`config.mk`:
```
export PLATFORM = sky130hd
export DESIGN_NAME = kqt_cell
export DESIGN_NICKNAME = d
export VERILOG_FILES = /design/src/rtl/core/kqt_pkg.sv /design/src/rtl/core/kqt_cell.sv
export SDC_FILE = /design/constraint.sdc
export NUM_CORES = 1
export LEC_CHECK = 0
export ABC_CLOCK_PERIOD_IN_PS = 2830
export BUFFER_PORTS_ARGS = -buffer_cell sky130_fd_sc_hd__buf_2
export CORE_MARGIN = 5
export CORE_UTILIZATION = 48
export CTS_CLUSTER_DIAMETER = 120
export CTS_CLUSTER_SIZE = 16
export DETAILED_ROUTE_END_ITERATION = 10
export HOLD_SLACK_MARGIN = 0.08
export PLACE_DENSITY = 0.77
export SETUP_SLACK_MARGIN = 0.15
export SLEW_MARGIN = 25
export SYNTH_ARGS = -nofsm -noshare
export SYNTH_HDL_FRONTEND = slang
export SYNTH_SLANG_ARGS = --single-unit
```
`constraint.sdc`:
```
create_clock -name clk -period 2.83 [get_ports clk]
set_input_delay 0.1415 -clock clk [delete_from_list [all_inputs] [get_ports clk]]
set_output_delay 0.1415 -clock clk [all_outputs]
set_load 0.01 [all_outputs]
```
`src/rtl/core/kqt_pkg.sv`:
```
// Shared types, codes and helpers for the keyed quantity table.
// No dependencies; imported by kqt_cell and keyed_quantity_table.
package kqt_pkg;

	// request kinds
	localparam logic [1:0] KIND_INSERT = 2'd0;
	localparam logic [1:0] KIND_SEARCH = 2'd1;
	localparam logic [1:0] KIND_UPDATE = 2'd2;

	// result status codes
	localparam logic [1:0] ST_OK        = 2'd0;
	localparam logic [1:0] ST_NOT_FOUND = 2'd1;
	localparam logic [1:0] ST_EXISTS    = 2'd2;
	localparam logic [1:0] ST_FULL      = 2'd3;

	// request transaction payload
	typedef struct packed {
		logic [1:0]         kind;
		logic signed [31:0] part_key;
		logic signed [31:0] amount;
	} kqt_req_t;

	// result transaction payload
	typedef struct packed {
		logic [1:0]         status;
		logic signed [31:0] quantity;
	} kqt_rsp_t;

	// token that walks the cell chain, one cell per cycle
	typedef struct packed {
		logic               valid;
		logic [1:0]         kind;
		logic signed [31:0] key;
		logic signed [31:0] amount;
		logic               hit;
		logic signed [31:0] qty;
	} kqt_tok_t;

	// 32-bit signed add that clamps instead of wrapping
	function automatic logic signed [31:0] sat_add32(input logic signed [31:0] a,
		input logic signed [31:0] b);
		logic signed [31:0] s;
		s = a + b;
		if ((a[31] == b[31]) && (s[31] != a[31])) begin
			s = a[31] ? 32'sh8000_0000 : 32'sh7FFF_FFFF;
		end
		return s;
	endfunction

endpackage

```
`src/rtl/core/kqt_cell.sv`:
```
// One table entry: stored key and quantity plus one stage of the token chain.
// Depends on kqt_pkg.
module kqt_cell #(
	parameter int CELL_ID = 0,
	parameter int CNT_W   = 8
) (
	input  logic              clk,
	input  logic              arst_n,
	input  logic [CNT_W-1:0]  count,
	input  kqt_pkg::kqt_tok_t tok_in,
	output kqt_pkg::kqt_tok_t tok_out
);
	import kqt_pkg::*;

	logic signed [31:0] key_q;
	logic signed [31:0] qty_q;
	kqt_tok_t           tok_q;
	kqt_tok_t           tok_nxt;

	logic               occupied;
	logic               match;
	logic               ins;
	logic signed [31:0] sum;

	// entry state versus the passing token
	assign occupied = CNT_W'(CELL_ID) < count;
	assign match    = tok_in.valid && occupied && !tok_in.hit && (key_q == tok_in.key);
	assign ins      = tok_in.valid && (tok_in.kind == KIND_INSERT) && !tok_in.hit
	                  && (CNT_W'(CELL_ID) == count);
	assign sum      = sat_add32(qty_q, tok_in.amount);

	always_comb begin
		tok_nxt = tok_in;
		if (match) begin
			tok_nxt.hit = 1'b1;
			tok_nxt.qty = (tok_in.kind == KIND_UPDATE) ? sum : qty_q;
		end
	end

	// stored record: append on insert, saturating add on update
	always_ff @(posedge clk) begin
		if (ins) begin
			key_q <= tok_in.key;
			qty_q <= tok_in.amount;
		end else if (match && (tok_in.kind == KIND_UPDATE)) begin
			qty_q <= sum;
		end
	end

	// chain stage: token cleared under reset
	always_ff @(posedge clk or negedge arst_n) begin
		if (!arst_n) begin
			tok_q <= '0;
		end else begin
			tok_q <= tok_nxt;
		end
	end

	assign tok_out = tok_q;

endmodule

```
**Yosys cells after proc, flatten, opt, wreduce, memory -nomap -nowiden**

Cells that the tools add are included.

- $lt $le $gt $ge: 1
- Add/subtract/negate cells: 1
- Equality and inequality tests: 4
- Reductions and logical operators: 12
- Muxes and demuxes: 6

Operators with widths:

| kind | number |
|---|---|
| 32-bit two-way mux | 5 |
| 33-bit two-way mux | 1 |
| 32-bit adder | 1 |
| 32-bit equality test | 1 |
| 1-bit logical AND | 8 |
| 8-bit zero test | 1 |
| 1-bit by 8-bit less-than comparator with 1-bit output, first input constant | 1 |
| 2-bit equality test, second input constant | 1 |
| 2-bit zero test | 1 |
| 2-bit nonzero test | 1 |
| 1-bit equality test | 1 |
| 1-bit zero test | 1 |
| 1-bit inequality test | 1 |

- Bits in registers: 164
- Input bits: 110

**Depth between registers and ports, before layout**

Gate-level depths: netlist (run 1).

- Depth after elaboration: 7
- Depth in mapped cells: 12

**Least setup slack after synthesis (run 1)**

OpenSTA, ideal clock, no wires.

- Path type: reg-to-reg
- Start: register key_q[4]
- End: register qty_q[0] (enable)
- Data arrival time: 2.545 ns
- Period minus slack after synthesis: 2.934 ns
- Setup slack: -0.104 ns
- Library setup time: 0.389 ns
- Cell stages (with the launch flop): 8
- Path through: edfxtp_1 xnor2_1 nand3_1 or4_1 or3_1 nor4_2 nand2_1 nand2_1

- Word-level cells in the longest chain between the ends: 4

Ends and longest elaborated chain:

| element | RTL line | text |
|---|---|---|
| from (decl) | kqt_cell.sv:15 | `logic signed [31:0] key_q;` |
| from (signal assigned) | kqt_cell.sv:43 | `key_q <= tok_in.key;` |
| 32-bit equality test | kqt_cell.sv:27 | `assign match = tok_in.valid && occupied && !tok_in.hit && (key_q == tok_in.key);` |
| 1-bit logical AND | kqt_cell.sv:27 |  |
| 1-bit logical AND | kqt_cell.sv:45 | `end else if (match && (tok_in.kind == KIND_UPDATE)) begin` |
| 2-bit nonzero test (no line) | - |  |
| to (signal assigned) | kqt_cell.sv:44 | `qty_q <= tok_in.amount;` |
| to (signal assigned) | kqt_cell.sv:46 | `qty_q <= sum;` |
| to (decl) | kqt_cell.sv:16 | `logic signed [31:0] qty_q;` |

No other way between the ends.
A chain may end at the register's enable or synchronous reset.

**Worst setup path after layout (run 1)**

- Start: register qty_q[4]
- End: register qty_q[16] (data pin)

- Word-level cells in the longest chain between the ends: 6

Ends and longest elaborated chain:

| element | RTL line | text |
|---|---|---|
| 32-bit adder (*) | kqt_pkg.sv:43 | `s = a + b;` |
| 1-bit inequality test | kqt_pkg.sv:44 | `if ((a[31] == b[31]) && (s[31] != a[31])) begin` |
| 1-bit logical AND | kqt_pkg.sv:44 |  |
| 32-bit two-way mux (*) | kqt_pkg.sv:44 |  |
| 32-bit two-way mux (*) | kqt_cell.sv:45 |  |
| 32-bit two-way mux (*) | kqt_cell.sv:42 | `if (ins) begin` |

Mark *: on every way between the ends. The rest lies on a longest branch, timed or not. The select of a mux whose other input is x is not followed.

==> run metrics, run 1 <==
FILL cells=1133; Post-Synth Simple-Gate Area=11.78%; num ports=210; global routing usage on met2=46.15%; internal power=4200 uW; Reg power frac=44.6%; setup_tns=-6.013 ns; WP buf/inv=2; Yosys reg bits=164; antenna fix cells=0; final setup vio count=61; Worst Path Required=3.13 ns; via/cell ratio=5.634; Critical Path Fanout Max=6; failing checks=negative setup slack; layout cell share with drive strength beyond 1=37.08%; post-synthesis compound-gate area fraction=17.62%; CP dominant cell by count=buf_4; die span in x=138.3 um; Row Count=47; Crit path max-delay family=compound AO/OA/AOI/OAI gates; Critical Path Start=qty_q[4]; end of the worst register-to-register path=qty_q[16]; largest family of logic cells by synthesized area=compound AO/OA/AOI/OAI gates; nets=1259; Buffers on Ports=209; xor/xnor share of the synthesized area=6.317%; sequential fraction of the synthesis area=55.98%; Setup Crit Path Kind=reg2reg; Post-Route Utilization=72.85%; Clock power frac=38.9%; Slowest-stage cell, CP=edfxtp_1; initial antenna violation count=0; Post-synth EDFFs=64; Final GP Congestion=0.9178; post-synthesis cell type count=59; DRC Markers=0; GR Layer Usage met3=5.698%; total vias in the final route=7606; Worst VDD drop=392.6 uV; Finished Cell Area=0.01191 sq mm; ys async rst share=60.98%; P_sw=1561 uW; Max-cap violations=0; PD cells=483.7 mW/mm^2; Post-synth top flop=dfrtp_1; gr usage total=26.98%; cell-by-cell trace of the critical path=ha_1, o211ai_1, o21a_1, a211o_1, a211oi_4, o22ai_2, buf_4, or3_4, buf_4, nand2_2, o22a_1; leakage=0.005226 uW; r2r setup slk=-0.18 ns; Worst-Margin Slew=0.8282 ns; core area=0.01635 sq mm; Critical Path Max Stage Delay=0.42 ns; dpl ws=-0.2771 ns; synthesis-to-layout area growth=50.71%; vias in the first global route=7647; total global routing overflow=0; critical path arrival=3.31 ns; startpoint types=flop; DP HPWL=16830 um; crit path to=qty_q[16]; root buffer cell=clkbuf_16; Pre-Repair DR Iteration Count=5; syn_nets=879; Worst Hold Depth=3; stages on the worst setup path=11; status=finished with violations; DRT iter0 DRCs=705; met1 Track Usage GR=34.47%; die height=138.3 um; Clock Latency Late Sink=0.44 ns; dpl cell area=0.009639 sq mm; clock buffer count from CTS=17; Synth Area in Adders=5.161%; H-tree levels=4; Syn Area/Cell=10.72 sq um; busiest grt layer=met2; switch share=27.10%; Die Footprint=0.01913 sq mm; WL/cell=20.32 um; Max Clock Skew=0.01329 ns; worst-case reg-to-reg path depth=11; fmax=332.3 MHz; number of nets with antenna violations after routing=0; slew margin rel.=44.79%; pin count of the biggest net entering global routing=55; combinational group share of total power=16.5%; Final Hold Vio Count=0; Final WS setup=-0.1795 ns; Starting Density=48.34%; fraction of synthesized area in multiplexers=0.4117%; Overall Power=5761 uW; critical path endpoint category=flop; Ys Warns=0; drt total wl=27440 um; first-pass GRT wire length=41360 um; Clock transition at path regs=0.07 ns; RSZ-0062 raised after global routing=true; RR Startpoint=qty_q[4]; Hold Crit Class=in2reg; Num Clock Sinks=164; clk buf depth=2; Gate Count Post-Synth=737; Tmin final=3.010 ns; Post-Syn Area=0.007903 sq mm; pins over their slew limit=0; final period utilization=106.3%; CTS tree=built
-- layout make-up --
class,instances,area [sq um],share of cell area [%]
Tap cell,220,275.3,2.311
Sequential cell,164,4424,37.15
Clock inverter,14,116.4,0.9770
Clock buffer,18,450.4,3.782
Inverter,13,48.80,0.4097
Multi-Input combinational cell,523,3729,31.31
Timing Repair Buffer,398,2867,24.07
-- worst min-delay path by stage --
stage	from	endpoint	slack, ns
floorplan	arst_n	tok_out[0]	-0.15
global placement	arst_n	tok_out[71]	0.20
detailed placement	arst_n	tok_out[71]	0.21
CTS	tok_in[47]	qty_q[14]	0.08
global route	tok_in[47]	qty_q[14]	0.09
finish	tok_in[43]	qty_q[10]	0.06
-- per-stage QoR --
| stage | hold WS, ns | std cells |
|---|---|---|
| 4_1_cts | 0.08063 | 1342 |
| 3_5_place_dp | 0.2105 | 1196 |
| 2_1_floorplan | -0.1541 | 737 |
| 3_3_place_gp | 0.2018 | 1196 |
| 6_report | 0.06294 | 1350 |
| 5_1_grt | 0.08952 | 1350 |
-- synth_stat cells, drive strengths merged, types with 10 or more instances --
cell type	n	share of area [%]
clkbuf	28	1.3
a21o	20	1.9
a21oi	107	7.0
nand3	15	1.0
o211ai	10	0.95
inv	13	0.62
and3	10	0.79
ha	31	4.9
nand2	53	2.5
edfxtp	64	24
o21a	13	1.2
nor2	67	3.2
dfrtp	100	32
xnor2	27	3.0
xor2	30	3.3
o21ai	53	3.4
-- power groups by stage --
stage,combinational (uW),clock [uW],sequential [uW]
2_1_floorplan,309,0,2660
3_3_place_gp,693,0,2620
3_5_place_dp,702,0,2620
4_1_cts,868,2260,2570
5_1_grt,1020,2370,2580
6_report,949,2240,2570
-- state kept, by name, indices dropped and copies added (netlist names) --
signal   cells
key_q       32
tok_out    100
qty_q       32
-- cell usage in the layout, fill, tap and decap left out, types with 3 or more instances in the layout --
cell type,n
xnor2_1,26
nor4_1,7
inv_1,13
ha_4,3
a21oi_2,34
a21oi_4,7
nand2_1,49
buf_2,208
clkinv_4,3
o21ai_0,36
o21ai_1,11
dlygate4sd3_1,102
ha_1,26
nand2_2,4
clkinv_2,3
nor3_1,5
nand3_1,12
a21oi_1,66
nor2_1,62
a211oi_2,4
inv_8,3
and3_1,9
inv_6,3
buf_4,67
nand2b_1,8
buf_6,13
o211ai_1,10
a31oi_1,4
dfrtp_1,100
buf_12,5
clkbuf_16,19
nor2_4,4
edfxtp_1,64
o21a_1,13
xor2_1,30
a21o_1,20
o21ai_2,5
nand4_1,9
-- tightest hold or removal path: cells and delay by family --
| kind | cells | cell delay [ns] |
|---|---|---|
| compound gates | 1 | 0.09 |
| buf+inv | 1 | 0.10 |
| simple gates | 1 | 0.05 |
-- kinds of logic (layout without fill, tap and decap cells) --
logic type | count (synthesis) | count (layout)
compound gates | 234 | 234
xor+xnor | 57 | 57
fa+ha+maj | 32 | 32
buf+inv | 50 | 443
flops | 164 | 164
mux | 3 | 3
simple gates | 197 | 197
-- per-layer routing --
layer  vias up  share of wire (%)  wire length [um]
li1       3425                  -                 -
met5         -                  0                 0
met1      3669                 39             10810
met2       442                 49             13580
met4         0                3.0               835
met3        70                8.1              2215
-- repair_timing --
| item | CTS | global route |
|---|---|---|
| pin swaps | 42 | 26 |
| buffers inserted | 10 | 7 |
| hold endpoints to repair | 203 | 0 |
| setup endpoints to repair | 64 | 91 |
| cloned | 2 | 1 |
| gates resized for setup | 75 | 55 |
| hold buffers | 102 | 0 |
(Power assumes the default switching activity.)
==> inputs of run 2 (changes only) <==
--- a/config.mk
+++ b/config.mk
@@ -6,14 +6,15 @@
 export NUM_CORES = 1
 export LEC_CHECK = 0
 export ABC_CLOCK_PERIOD_IN_PS = 2830
-export BUFFER_PORTS_ARGS = -buffer_cell sky130_fd_sc_hd__buf_2
 export CORE_MARGIN = 5
-export CORE_UTILIZATION = 48
+export CORE_UTILIZATION = 57
+export CTS_BUF_LIST = sky130_fd_sc_hd__clkbuf_8 sky130_fd_sc_hd__clkbuf_16
 export CTS_CLUSTER_DIAMETER = 120
 export CTS_CLUSTER_SIZE = 16
 export DETAILED_ROUTE_END_ITERATION = 10
+export DONT_BUFFER_PORTS = 1
 export HOLD_SLACK_MARGIN = 0.08
-export PLACE_DENSITY = 0.77
+export PLACE_DENSITY = 0.75
 export SETUP_SLACK_MARGIN = 0.15
 export SLEW_MARGIN = 25
 export SYNTH_ARGS = -nofsm -noshare
==> run 2 against run 1 <==
Effect of this change: the run still ends with negative setup slack left; critical path type unchanged; global-route usage rose by 5.8 points; setup slack better by 0.12 ns; count of clock-buffer cells in the layout decreased by 1; cell area fell by 8.3%; first-iteration DRC count up 3.7%.
==> run metrics, run 2 (synthesis gave the netlist of run 1 again) <==
first-pass GRT wire length=40770 um; Worst Path Required=3.02 ns; number of nets with antenna violations after routing=0; internal power=4144 uW; slew margin rel.=37.15%; Setup Crit Path Kind=reg2reg; commonest non-fill, non-tap cell in the layout=dlygate4sd3_1; Row Count=43; switch share=26.96%; max reg flops=100; core area=0.01372 sq mm; Final Hold Vio Count=0; leakage=0.004378 uW; antenna fix cells=0; Die Footprint=0.01632 sq mm; critical path arrival=3.08 ns; total global routing overflow=0; Starting Density=57.60%; Critical Path Fanout Max=3; highest routed layer=met4; clock buffer count from CTS=17; die span in x=127.7 um; num ports=210; met2 WL=13180 um; final setup vio count=16; Pre-Repair DR Iteration Count=6; Clock transition at path regs=0.07 ns; DRC Markers=0; met1 wire length=10570 um; RR Startpoint=qty_q[0]; Tmin final=2.893 ns; nets=1043; DRT iter0 DRCs=731; met3 wire len=2656 um; setup_tns=-0.4636 ns; die height=127.7 um; fmax=345.6 MHz; root buffer cell=clkbuf_16; Clock Latency Late Sink=0.44 ns; clk buf depth=2; Worst VDD drop=376.3 uV; WL/cell=25.36 um; via/cell ratio=6.409; pin count of the biggest net entering global routing=101; total vias in the final route=7011; Final GP Congestion=0.9223; Max Clock Skew=0.01013 ns; layout cell share with drive strength beyond 1=25.27%; startpoint types=flop; RSZ-0062 raised after global routing=true; initial antenna violation count=0; Num Clock Sinks=164; Worst-Margin Slew=0.9427 ns; P_sw=1530 uW; dpl ws=-0.2670 ns; final period utilization=102.2%; Hold Startpoint=tok_in[64]; pins over their slew limit=0; combinational group share of total power=13.4%; vias in the first global route=7264; failing checks=negative setup slack; CTS tree=built; most frequent cells in the layout=dlygate4sd3_1, dfrtp_1, edfxtp_1, nor2_1, buf_4; gr usage total=32.81%; Clock power frac=40.3%; drt total wl=27750 um; Final WS setup=-0.06343 ns; PD cells=519.7 mW/mm^2; DP HPWL=16560 um; H-tree levels=4; Buffers on Ports=0; Critical Path Start=qty_q[0]; Max-cap violations=0; Hold Crit Class=in2reg; Reg power frac=46.3%; synthesis-to-layout area growth=38.16%; status=finished with violations; critical path endpoint category=flop
## run 2: cell types whose count changed in the layout (fill, tap and decap cells not counted), sizes merged
cell and change:
inv -1, bufinv +1, dlygate4sd3 -1, buf -214, clkbuf -2, clkinvlp +1
## run 2: repair_timing
| action | 4_1_cts | 5_1_grt |
|---|---|---|
| pin swaps | 43 | 34 |
| gates cloned | 1 | 0 |
| setup buffers | 8 | 10 |
| setup endpoints to repair | 95 | 96 |
| hold buffers | 102 | 0 |
| resized for setup | 84 | 91 |
| hold endpoints to repair | 264 | 0 |
## run 2: layer usage
| layer | GRT usage (%) | up-vias |
|---|---|---|
| met1 | 41.49 | 3431 |
| li1 | - | 2990 |
| met2 | 51.88 | 481 |
| met3 | 9.375 | 109 |
| met4 | 16.48 | 0 |
| met5 | 0 | - |
## run 2: layout make-up
| class | instances | area (sq um) |
|---|---|---|
| fillers | 792 | 2801 |
| multi-input cells | 523 | 3879 |
| inverters | 13 | 48.80 |
| clock inverters | 15 | 152.6 |
| well taps | 180 | 225.2 |
| clock buffers | 17 | 425.4 |
| flip-flops and latches | 164 | 4424 |
| repair buffers | 182 | 1763 |
## run 2: metrics by stage
step	cell area (sq um)	instances	utilization, %	total power, uW	hold slack [ns]
floorplan	7905	737	-	2970	-0.1541
global placement	8471	941	61.74	3103	-0.1513
detailed placement	8471	941	61.74	3115	-0.1512
CTS	10480	1084	76.36	5592	0.1243
global route	10920	1094	79.58	5853	0.1607
finish	10920	1094	79.58	5674	0.1704
## run 2: path summary, 6_finish.rpt
path	endpoint	slack, ns	cells after the start
max in group asynchronous	tok_out[19]	2.15	2
worst max register to register	qty_q[25]	-0.06	13
worst min-delay path	tok_out[27]	0.17	4
min in group asynchronous	tok_out[77]	0.30	2
worst max-delay path	qty_q[25]	-0.06	13
worst min register to register	tok_out[30]	0.64	2
## run 2: worst max-delay path, cell delays in order (launching register included)
cell	delay [ns]
edfxtp_1	0.43
ha_2	0.21
buf_4	0.14
a211oi_2	0.23
o21a_1	0.23
buf_4	0.14
a211oi_2	0.07
o21a_1	0.24
o31ai_1	0.23
buf_4	0.19
o211ai_1	0.14
a21o_1	0.23
nand3_2	0.10
a21oi_2	0.06
## run 2: power groups by stage
stage	logic [uW]	registers, uW	clock network, uW
after floorplan	309	2660	0
after global placement	429	2670	0
after detailed placement	439	2680	0
after CTS	673	2630	2290
after global routing	811	2630	2410
final	760	2630	2290
